<file path="src/sv/ivt_pkg.sv">
package ivt_pkg;

    localparam int NUM_CHANNELS = 3;

    // Item operation codes
    localparam logic [2:0] OP_TICK  = 3'd0;
    localparam logic [2:0] OP_READ  = 3'd1;
    localparam logic [2:0] OP_WRITE = 3'd2;
    localparam logic [2:0] OP_GATE  = 3'd3;
    localparam logic [2:0] OP_POLL  = 3'd4;

    // I/O map
    localparam logic [15:0] PORT_CH0 = 16'h0040;
    localparam logic [15:0] PORT_CMD = 16'h0043;

    // Access field of the control word
    localparam logic [1:0] ACC_LATCH = 2'd0;
    localparam logic [1:0] ACC_LO    = 2'd1;
    localparam logic [1:0] ACC_HI    = 2'd2;
    localparam logic [1:0] ACC_LOHI  = 2'd3;

    // Select field value of the read-back command
    localparam logic [1:0] SEL_READBACK = 2'd3;

    localparam logic [2:0] MODE_RATE   = 3'd2;
    localparam logic [2:0] MODE_SQUARE = 3'd3;

    // Per-channel strobes for one item, already qualified by the transfer
    typedef struct packed {
        logic       tick;
        logic       rd;
        logic       wr;
        logic       cmd;
        logic [7:0] data;
    } chan_ctl_t;

    typedef struct packed {
        logic [7:0]  rd_data;
        logic        restart;
        logic [15:0] reload_next;
    } chan_sts_t;

    // Reload of zero counts as 65536
    function automatic logic [16:0] divisor_of(input logic [15:0] reload);
        divisor_of = (reload == 16'd0) ? 17'h10000 : {1'b0, reload};
    endfunction

endpackage

</file>
<file path="src/sv/interval_timer_three_channel.sv">
// Three-channel interval timer modeled on the classic 8254, driven by tick items
// instead of a timer clock. Each input transfer is one operation: a tick, a read or
// write of ports 0x40-0x43, a channel 2 gate change, or a poll of the channel 0
// interrupt; each produces exactly one result transfer. Throughput is one item per
// clock unless out_stall holds the flow; an item passes the input register, then
// the result register, and all its state is updated as it moves between the two,
// so the next item always sees it. out_stall backs up into in_stall only when both
// registers are full. Reload of 0 means 65536; channel 0 flags an interrupt every
// max(divisor, MIN_IRQ_TICKS) ticks, missed firings merging into one.
module interval_timer_three_channel #(
    parameter int MIN_IRQ_TICKS = 1193
) (
    input  logic        clk,
    input  logic        rst_n,
    input  logic        in_valid,
    output logic        in_stall,
    input  logic [2:0]  op,
    input  logic [15:0] port,
    input  logic [7:0]  write_data,
    input  logic        gate,
    output logic        out_valid,
    input  logic        out_stall,
    output logic [7:0]  read_data,
    output logic        irq0_fired,
    output logic        out2_high,
    output logic        gate_state
);

    localparam logic [16:0] MinTicks = 17'(MIN_IRQ_TICKS);
    localparam logic [16:0] ElapsedMax = 17'h10000;

    // Input register
    logic        in_vld_reg, in_vld_next;
    logic [2:0]  op_reg;
    logic [15:0] port_reg;
    logic [7:0]  data_reg;
    logic        gate_in_reg;

    // Result register
    logic        out_vld_reg, out_vld_next;
    logic [7:0]  read_data_reg, read_data_next;
    logic        fired_reg, fired_next;
    logic        out2_reg, out2_next;
    logic        gate_out_reg;

    // Global timer state
    logic [16:0] elapsed_reg, elapsed_next;
    logic        gate_lvl_reg, gate_lvl_next;
    logic        irq_en_reg, irq_en_next;
    logic [16:0] irq_cd_reg, irq_cd_next;
    logic        irq_pend_reg, irq_pend_next;

    logic advance, fire, accept;
    logic is_tick, is_read, is_write, is_gate, is_poll;
    logic chan_hit, cmd_hit;
    logic [1:0] chan_idx, cmd_sel;
    logic [16:0] div0_cur, div0_new, div2_new, irq_cd_dec;

    ivt_pkg::chan_ctl_t ctl [ivt_pkg::NUM_CHANNELS];
    ivt_pkg::chan_sts_t sts [ivt_pkg::NUM_CHANNELS];
    logic [15:0] reload0_reg;

    // Handshake: the input stage moves on whenever the result slot is free or draining
    assign advance  = !out_vld_reg || !out_stall;
    assign fire     = in_vld_reg && advance;
    assign in_stall = in_vld_reg && !advance;
    assign accept   = in_valid && !in_stall;

    assign in_vld_next  = accept ? 1'b1 : (advance ? 1'b0 : in_vld_reg);
    assign out_vld_next = advance ? in_vld_reg : out_vld_reg;

    always_ff @(posedge clk or negedge rst_n)
    begin
        if (!rst_n)
        begin
            in_vld_reg  <= 1'b0;
            out_vld_reg <= 1'b0;
        end
        else
        begin
            in_vld_reg  <= in_vld_next;
            out_vld_reg <= out_vld_next;
        end
    end

    always_ff @(posedge clk)
    begin
        if (accept)
        begin
            op_reg      <= op;
            port_reg    <= port;
            data_reg    <= write_data;
            gate_in_reg <= gate;
        end
    end

    // Decode of the held item
    assign is_tick  = fire && (op_reg == ivt_pkg::OP_TICK);
    assign is_read  = fire && (op_reg == ivt_pkg::OP_READ);
    assign is_write = fire && (op_reg == ivt_pkg::OP_WRITE);
    assign is_gate  = fire && (op_reg == ivt_pkg::OP_GATE);
    assign is_poll  = fire && (op_reg == ivt_pkg::OP_POLL);

    // 0x40..0x42 are data ports
    assign chan_idx = port_reg[1:0];
    assign chan_hit = (port_reg[15:2] == ivt_pkg::PORT_CH0[15:2]) && (chan_idx != 2'd3);
    assign cmd_sel  = data_reg[7:6];
    // read-back select is dropped here
    assign cmd_hit  = is_write && (port_reg == ivt_pkg::PORT_CMD)
                      && (cmd_sel != ivt_pkg::SEL_READBACK);

    genvar gi;
    generate
        for (gi = 0; gi < ivt_pkg::NUM_CHANNELS; gi++)
        begin : g_chan
            assign ctl[gi].tick = is_tick;
            assign ctl[gi].rd   = is_read && chan_hit && (chan_idx == 2'(gi));
            assign ctl[gi].wr   = is_write && chan_hit && (chan_idx == 2'(gi));
            assign ctl[gi].cmd  = cmd_hit && (cmd_sel == 2'(gi));
            assign ctl[gi].data = data_reg;

            ivt_chan u_chan (
                .clk   (clk),
                .rst_n (rst_n),
                .ctl   (ctl[gi]),
                .sts   (sts[gi])
            );
        end
    endgenerate

    // Current channel 0 reload, tracked here for the tick-time IRQ interval
    always_ff @(posedge clk or negedge rst_n)
    begin
        if (!rst_n)
            reload0_reg <= '0;
        else
            reload0_reg <= sts[0].reload_next;
    end

    assign div0_cur   = ivt_pkg::divisor_of(reload0_reg);
    assign div0_new   = ivt_pkg::divisor_of(sts[0].reload_next);
    assign div2_new   = ivt_pkg::divisor_of(sts[2].reload_next);
    assign irq_cd_dec = (irq_cd_reg != 17'd0) ? 17'(irq_cd_reg - 17'd1) : 17'd0;

    always_comb
    begin
        elapsed_next  = elapsed_reg;
        gate_lvl_next = gate_lvl_reg;
        irq_en_next   = irq_en_reg;
        irq_cd_next   = irq_cd_reg;
        irq_pend_next = irq_pend_reg;
        fired_next    = 1'b0;

        if (is_tick)
        begin
            if (elapsed_reg < ElapsedMax)
                elapsed_next = 17'(elapsed_reg + 17'd1);
            if (irq_en_reg)
            begin
                irq_cd_next = irq_cd_dec;
                if (irq_cd_dec == 17'd0)
                begin
                    irq_pend_next = 1'b1;
                    irq_cd_next   = (div0_cur < MinTicks) ? MinTicks : div0_cur;
                end
            end
        end

        // a completed reload on channel 0 arms and reschedules the interrupt
        if (sts[0].restart)
        begin
            irq_en_next = 1'b1;
            irq_cd_next = (div0_new < MinTicks) ? MinTicks : div0_new;
        end
        if (sts[2].restart)
            elapsed_next = '0;

        if (is_gate)
        begin
            if (gate_in_reg && !gate_lvl_reg)
                elapsed_next = '0;
            gate_lvl_next = gate_in_reg;
        end

        if (is_poll)
        begin
            fired_next    = irq_pend_reg;
            irq_pend_next = 1'b0;
        end
    end

    always_comb
    begin
        read_data_next = 8'd0;
        if (is_read && chan_hit)
        begin
            unique case (chan_idx)
                2'd0:    read_data_next = sts[0].rd_data;
                2'd1:    read_data_next = sts[1].rd_data;
                default: read_data_next = sts[2].rd_data;
            endcase
        end
    end

    assign out2_next = gate_lvl_next && (elapsed_next >= div2_new);

    always_ff @(posedge clk or negedge rst_n)
    begin
        if (!rst_n)
        begin
            elapsed_reg  <= '0;
            gate_lvl_reg <= 1'b0;
            irq_en_reg   <= 1'b0;
            irq_cd_reg   <= '0;
            irq_pend_reg <= 1'b0;
        end
        else
        begin
            elapsed_reg  <= elapsed_next;
            gate_lvl_reg <= gate_lvl_next;
            irq_en_reg   <= irq_en_next;
            irq_cd_reg   <= irq_cd_next;
            irq_pend_reg <= irq_pend_next;
        end
    end

    always_ff @(posedge clk)
    begin
        if (fire)
        begin
            read_data_reg <= read_data_next;
            fired_reg     <= fired_next;
            out2_reg      <= out2_next;
            gate_out_reg  <= gate_lvl_next;
        end
    end

    assign out_valid  = out_vld_reg;
    assign read_data  = read_data_reg;
    assign irq0_fired = fired_reg;
    assign out2_high  = out2_reg;
    assign gate_state = gate_out_reg;

    // Channel 2 output can only be high while its gate is high
    a_out2_gated: assert property (@(posedge clk) disable iff (!rst_n)
        out_vld_reg |-> (!out2_reg || gate_out_reg))
        else $error("out2_high without gate");

    // A poll always leaves the interrupt clear
    a_poll_clears: assert property (@(posedge clk) disable iff (!rst_n)
        is_poll |=> !irq_pend_reg)
        else $error("irq pending after poll");

    // Elapsed count saturates at 65536
    a_elapsed_sat: assert property (@(posedge clk) disable iff (!rst_n)
        elapsed_reg <= ElapsedMax)
        else $error("gate elapsed overflow");

    // Once armed, the interrupt stays armed
    a_irq_sticky: assert property (@(posedge clk) disable iff (!rst_n)
        irq_en_reg |=> irq_en_reg)
        else $error("irq enable dropped");

endmodule

</file>
<file path="src/sv/ivt_chan.sv">
module ivt_chan (
    input  logic                  clk,
    input  logic                  rst_n,
    input  ivt_pkg::chan_ctl_t    ctl,
    output ivt_pkg::chan_sts_t    sts
);

    logic [15:0] reload_reg, reload_next;
    logic [2:0]  mode_reg, mode_next;
    logic [1:0]  access_reg, access_next;
    logic        wphase_reg, wphase_next;
    logic        rphase_reg, rphase_next;
    logic [15:0] latch_reg, latch_next;
    logic        held_reg, held_next;
    logic [15:0] count_reg, count_next;

    logic [15:0] rd_val;
    logic [2:0]  cmd_mode;
    logic        restart;
    logic [7:0]  rd_byte;

    assign rd_val = held_reg ? latch_reg : count_reg;
    // modes six and seven alias two and three
    assign cmd_mode = (ctl.data[3:1] > 3'd5) ? 3'(ctl.data[3:1] - 3'd4) : ctl.data[3:1];

    always_comb
    begin
        reload_next = reload_reg;
        mode_next   = mode_reg;
        access_next = access_reg;
        wphase_next = wphase_reg;
        rphase_next = rphase_reg;
        latch_next  = latch_reg;
        held_next   = held_reg;
        count_next  = count_reg;
        restart     = 1'b0;
        rd_byte     = 8'd0;

        if (ctl.tick)
        begin
            if ((mode_reg == ivt_pkg::MODE_RATE || mode_reg == ivt_pkg::MODE_SQUARE)
                && count_reg == 16'd1)
                count_next = reload_reg;
            else
                count_next = 16'(count_reg - 16'd1);
        end

        if (ctl.cmd)
        begin
            if (ctl.data[5:4] == ivt_pkg::ACC_LATCH)
            begin
                latch_next  = count_reg;
                held_next   = 1'b1;
                rphase_next = 1'b0;
            end
            else
            begin
                access_next = ctl.data[5:4];
                mode_next   = cmd_mode;
                wphase_next = 1'b0;
                rphase_next = 1'b0;
                held_next   = 1'b0;
            end
        end

        if (ctl.wr)
        begin
            unique case (access_reg)
                ivt_pkg::ACC_LO:
                begin
                    reload_next = {reload_reg[15:8], ctl.data};
                    restart     = 1'b1;
                end
                ivt_pkg::ACC_HI:
                begin
                    reload_next = {ctl.data, reload_reg[7:0]};
                    restart     = 1'b1;
                end
                default:
                begin
                    if (!wphase_reg)
                    begin
                        reload_next = {reload_reg[15:8], ctl.data};
                        wphase_next = 1'b1;
                    end
                    else
                    begin
                        reload_next = {ctl.data, reload_reg[7:0]};
                        wphase_next = 1'b0;
                        restart     = 1'b1;
                    end
                end
            endcase
            if (restart)
                count_next = reload_next;
        end

        if (ctl.rd)
        begin
            unique case (access_reg)
                ivt_pkg::ACC_LO:
                begin
                    held_next = 1'b0;
                    rd_byte   = rd_val[7:0];
                end
                ivt_pkg::ACC_HI:
                begin
                    held_next = 1'b0;
                    rd_byte   = rd_val[15:8];
                end
                default:
                begin
                    if (!rphase_reg)
                    begin
                        rphase_next = 1'b1;
                        rd_byte     = rd_val[7:0];
                    end
                    else
                    begin
                        rphase_next = 1'b0;
                        held_next   = 1'b0;
                        rd_byte     = rd_val[15:8];
                    end
                end
            endcase
        end
    end

    always_ff @(posedge clk or negedge rst_n)
    begin
        if (!rst_n)
        begin
            reload_reg <= '0;
            mode_reg   <= '0;
            access_reg <= '0;
            wphase_reg <= 1'b0;
            rphase_reg <= 1'b0;
            latch_reg  <= '0;
            held_reg   <= 1'b0;
            count_reg  <= '0;
        end
        else
        begin
            reload_reg <= reload_next;
            mode_reg   <= mode_next;
            access_reg <= access_next;
            wphase_reg <= wphase_next;
            rphase_reg <= rphase_next;
            latch_reg  <= latch_next;
            held_reg   <= held_next;
            count_reg  <= count_next;
        end
    end

    assign sts.rd_data     = rd_byte;
    assign sts.restart     = restart;
    assign sts.reload_next = reload_next;

endmodule

</file>
<file path="config.mk">
export PLATFORM = sky130hd
export DESIGN_NAME = interval_timer_three_channel
export DESIGN_NICKNAME = d
export VERILOG_FILES = /design/src/sv/ivt_pkg.sv /design/src/sv/interval_timer_three_channel.sv /design/src/sv/ivt_chan.sv
export SDC_FILE = /design/constraint.sdc
export NUM_CORES = 1
export LEC_CHECK = 0
export ABC_AREA = 1
export BUFFER_PORTS_ARGS = -buffer_cell sky130_fd_sc_hd__buf_2
export CAP_MARGIN = 20
export CELL_PAD_IN_SITES_DETAIL_PLACEMENT = 1
export CELL_PAD_IN_SITES_GLOBAL_PLACEMENT = 2
export CORE_MARGIN = 2
export CORE_UTILIZATION = 38
export CTS_CLUSTER_DIAMETER = 120
export DETAILED_ROUTE_END_ITERATION = 6
export HOLD_SLACK_MARGIN = 0.06
export PLACE_DENSITY = 0.92
export SYNTH_ARGS = -nofsm -noshare
export SYNTH_HDL_FRONTEND = slang
export SYNTH_HIERARCHICAL = 1
export SYNTH_SLANG_ARGS = --single-unit
</file>
<file path="constraint.sdc">
create_clock -name clk -period 4.5 [get_ports clk]
set_input_delay 0.9 -clock clk [delete_from_list [all_inputs] [get_ports clk]]
set_output_delay 0.9 -clock clk [all_outputs]
set_load 0.05 [all_outputs]
</file>
# ---- Word-level counts from Yosys, hierarchy flattened
# Cells that the tools add are included.
dict set report totals {
  regBits 246
  in_bits 32
  out_inout_bits 13
}
dict set report op_classes {
  addsub 6
  magnitude_cmp 5
  eq_ne 27
  muxes 107
  bitwise 1
  n_reduce_logical 62
}
# op count
set op_table {}
lappend op_table {{16-bit 2-to-1 mux} 20}
lappend op_table {{17-bit 2-to-1 mux} 15}
lappend op_table {{16-bit one-hot mux with 2 select lines} 3}
lappend op_table {{8-bit one-hot mux with 2 select lines} 4}
lappend op_table {{1-bit 2-to-1 mux} 58}
lappend op_table {{16-bit by 1-bit == test with 1-bit output (second input constant)} 3}
lappend op_table {{16-bit logical NOT} 3}
lappend op_table {{8-bit 2-to-1 mux} 6}
lappend op_table {{16-bit by 1-bit subtractor with 16-bit output (second input constant)} 3}
lappend op_table {{17-bit by 11-bit < comparator with 1-bit output (second input constant)} 2}
lappend op_table {{1-bit logical AND} 27}
lappend op_table {{3-bit by 2-bit == test with 1-bit output (second input constant)} 8}
lappend op_table {{17-bit by 1-bit adder with 17-bit output (second input constant)} 1}
lappend op_table {{17-bit >= comparator} 1}
lappend op_table {{17-bit logical NOT} 1}
lappend op_table {{17-bit < comparator (second input constant)} 1}
lappend op_table {{17-bit nonzero test} 1}
lappend op_table {{17-bit by 1-bit subtractor with 17-bit output (second input constant)} 1}
lappend op_table {{16-bit by 7-bit == test with 1-bit output (second input constant)} 1}
lappend op_table {{14-bit by 5-bit == test with 1-bit output (second input constant)} 1}
lappend op_table {{2-bit AND reduction} 7}
lappend op_table {{2-bit nonzero test} 6}
lappend op_table {{2-bit by 1-bit == test with 1-bit output (second input constant)} 5}
lappend op_table {{2-bit == test (second input constant)} 5}
lappend op_table {{other kinds (13)} 25}

# ---- Longest topological paths before layout
dict set report depth {
  word_depth 13
  ltp_mapped 24
}

# ---- Cells and area by module
# Netlist, hierarchy kept.
# mod n_inst cells_per_inst area_per_inst_um2 seq_area_each_um2
set modules_own_cells {}
lappend modules_own_cells {{ivt_chan (g_chan[1].u_chan ...)} 2 468 3326.9 1376.3}
lappend modules_own_cells {interval_timer_three_channel 1 674 5501.5 2547.4}
lappend modules_own_cells {{ivt_chan (g_chan[0].u_chan)} 1 474 3472.1 1376.3}

# ---- Least setup slack after synthesis
# Ideal clock, no wire load.
dict set report synth_timing {
  path_kind {in2reg}
  from {in out_stall}
  to {reg out2_reg (netlist: out2_high), data pin}
  setup_time_ns 0.250
  arrival_ns 3.778
  required_time_ns 4.250
  slack_ns 0.472
  cell_stages 22
  n_path_buf 3
  path_cell_list {nand2_1 > nand2_1 > nor4_1 > nand2_1 > nor3_1 > nand2_1 > inv_1 > buf_2 > buf_4 > inv_1 > nand2_1 > buf_1 > nor2_1 > ha_1 > a21oi_1 > nor3_1 > o31ai_1 > o211ai_1 > nand2_1 > o2111ai_1 > nand2_1 > inv_1}
}
# element line
set synth_rtl {}
lappend synth_rtl {{start, declared} interval_timer_three_channel.sv:22} ;# input logic out_stall,
lappend synth_rtl {{end signal, assigned} interval_timer_three_channel.sv:233} ;# out2_reg <= out2_next;
lappend synth_rtl {{end, declared} interval_timer_three_channel.sv:43} ;# logic out2_reg, out2_next;

==> metrics.md <==
| Metric | Value |
|---|---|
| Number of global-route vias before repair | `around 15000` |
| HPWL Detailed | `between 30 and 40 mm` |
| Post-route clock period utilization | `a little over 90%` |
| Fmax | `245.6 MHz` |
| GP Congestion | `0.8562` |
| Flop pwr share | `36.9%` |
| Grt ovf | `0` |
| Maxcap violations | `0` |
| Die width | `206.7 um` |
| CTS tree | `built` |
| Io pins | `45` |
| Die height | `about 210 um` |
| Critical path fanouts, max | `12` |
| Routed wire length | `around 50 mm` |
| Largest net degree at the start of global routing | `96` |
| CTS Hold Bufs | `0` |
| IO buf count | `44` |
| Post-Syn Nets | `around 2100` |
| Commonest non-fill, non-tap cell in the layout | `nand2_1` |
| Via count | `about 14000` |
| Cell area after synthesis | `15620 sq um` |
| Drt pass-1 iters | `5` |
| First-pass GRT wire length | `79.87 mm` |
| Post-layout util | `between 40% and 50%` |
| Setup slack at placement | `-111.3 ps` |
| DRT iter0 DRCs | `754` |
| Detail Route Antenna Nets | `0` |
| Setup CP Type | `flip-flop to flip-flop` |
| Num CTS Buffers | `31` |
| Slew Limit Fails | `0` |
| Tot GR Track Use | `23.57%` |
| NumNets Final | `between 2000 and 2500` |
| Placed cells | `around 2600` |
| Area grow syn2layout | `11.09%` |
| Clock-pin slew on the worst setup and hold paths | `60 ps` |
| Slew margin rel. | `around a third` |
| RSZ-0062 raised after global routing | `false` |
| Non-filler cells, final | `approximately 2700` |
| Cell Pwr Density | `483.6 nW/um^2` |
| Setup Viol. Count Final | `0` |
| Clock root cell | `clkbuf_16` |
| VDD IR max | `~0.30 mV` |
| Core ar. | `just over 40000 sq um` |
| Final WS setup | `about 430 ps` |
| Minimum clock period after layout | `4072 ps` |
| ANT cells | `0` |
| Internal Pwr Total | `roughly 5.1 mW` |
| Setup repair bufs after CTS | `0` |
| Switching fraction of total power | `39.64%` |
| Most frequent cells in the layout | `nand2_1, nor2_1, dfrtp_1` |
| Syn. warnings | `6` |
| Cell Rows | `74` |
| Mean Syn Cell Area | `roughly 7.5 sq um` |
| DRC violations left | `0` |
| Cell area after layout | `between 15000 and 20000 sq um` |
| CTS Buffer Depth | `3` |
| Share of cells above drive strength 1 | `between 10% and 20%` |
| Fin Setup TNS | `0 ps` |
| Area after DPL | `~16000 sq um` |
| Crit path required time | `just under 5000 ps` |
| Status | `finished clean` |
| Die ar. | `roughly 43000 sq um` |
| Hold Fails Final Rpt | `0` |
| Via density | `roughly 5.3` |
| Initial antenna violation count | `1` |
| Leakage Power | `7.982 nW` |
| WL per Instance | `roughly 19 um` |
| Combinational Power Share | `between 30% and 40%` |
| Clk Latency, worst-skew pair | `slightly below 600 ps` |
| Initial Utilization | `38.34%` |
| Clk sink count | `about 260` |
| Setup crit start kind | `flip-flop` |
| Clock power frac | `29.3%` |
| Final clock skew | `28.09 ps` |
| Sw power | `between 3 and 4 mW` |
| Worst Max-Slew Pin Slew | `approximately 990 ps` |
| H-tree levels | `1` |
| Crit end category | `flip-flop` |
| Worst EP arrival | `between 4000 and 5000 ps` |
| Worst min-delay path category | `input pin to asynchronous set/reset pin` |
| Cell count after synthesis | `around 2100` |
[path summary, 6_finish.rpt]
kind | from | end | slack, ps | cells after the start
worst max-delay path | port_reg[13]$_DFFE_PP_ | irq_cd_reg[5]$_DFFE_PN0P_ | 430 | 20
worst min register to register | irq_en_reg$_DFFE_PN0P_ | irq_en_reg$_DFFE_PN0P_ | 480 | 2
min in group clk | irq_en_reg$_DFFE_PN0P_ | irq_en_reg$_DFFE_PN0P_ | 480 | 2
worst max register to register | port_reg[13]$_DFFE_PP_ | irq_cd_reg[5]$_DFFE_PN0P_ | 430 | 20
max in group asynchronous | rst_n | g_chan[2].u_chan/count_reg[1]$_DFF_PN0_ | 3060 | 2
worst min-delay path | rst_n | elapsed_reg[14]$_DFF_PN0_ | 340 | 1
[critical path: stages, from the launching register on]
cell      delay [ps]
edfxtp_1         360
nor4_1           340
and2_2           310
and3_1           200
nand2_1          110
buf_4            180
nor2_1           130
inv_1            190
o32ai_1          570
inv_1            140
nand2_1          110
o21ai_0           80
nand2_1           80
nand2_1           50
nand2_1           60
a21oi_1           60
o21bai_1         390
nand2_1          140
or2_2            300
nand3_1           90
nand2_1           60
[area by class of cell]
type	count	area (sq um)
fill	5108	23390
multi-input combinational	1521	7699
sequential	259	6676
clock buffer	52	964.7
inverter	238	895.9
tap	532	665.6
timing repair buffer	65	420.4
clock inverter	5	30.03
[what timing repair did]
action,in CTS,in global routing
hold endpoints to repair,0,0
resized for setup,0,4
endpoints found under the setup margin,0,1
[layer usage]
layer	wire length [um]	track usage, %
met2	22860	38.46
met4	1669	8.004
met3	1781	3.281
met1	23340	32.21
met5	0	0
[power groups by stage]
| stage | registers [mW] | logic [mW] | clock network (mW) |
|---|---|---|---|
| 5_1_grt | 3.15 | 3.21 | 2.60 |
| 3_3_place_gp | 3.12 | 2.71 | 0 |
| 3_5_place_dp | 3.13 | 2.82 | 0 |
| 2_1_floorplan | 3.03 | 2.09 | 0 |
| 6_report | 3.10 | 2.83 | 2.46 |
| 4_1_cts | 3.09 | 2.84 | 2.51 |
[metrics by stage]
stage,total power [mW],hold slack (ps)
after CTS,8.452,389.7
after floorplan,5.118,433.7
after detailed placement,5.948,473.6
after global routing,8.957,380.5
after global placement,5.832,449.0
final,8.392,337.2
(Power assumes the default switching activity.)
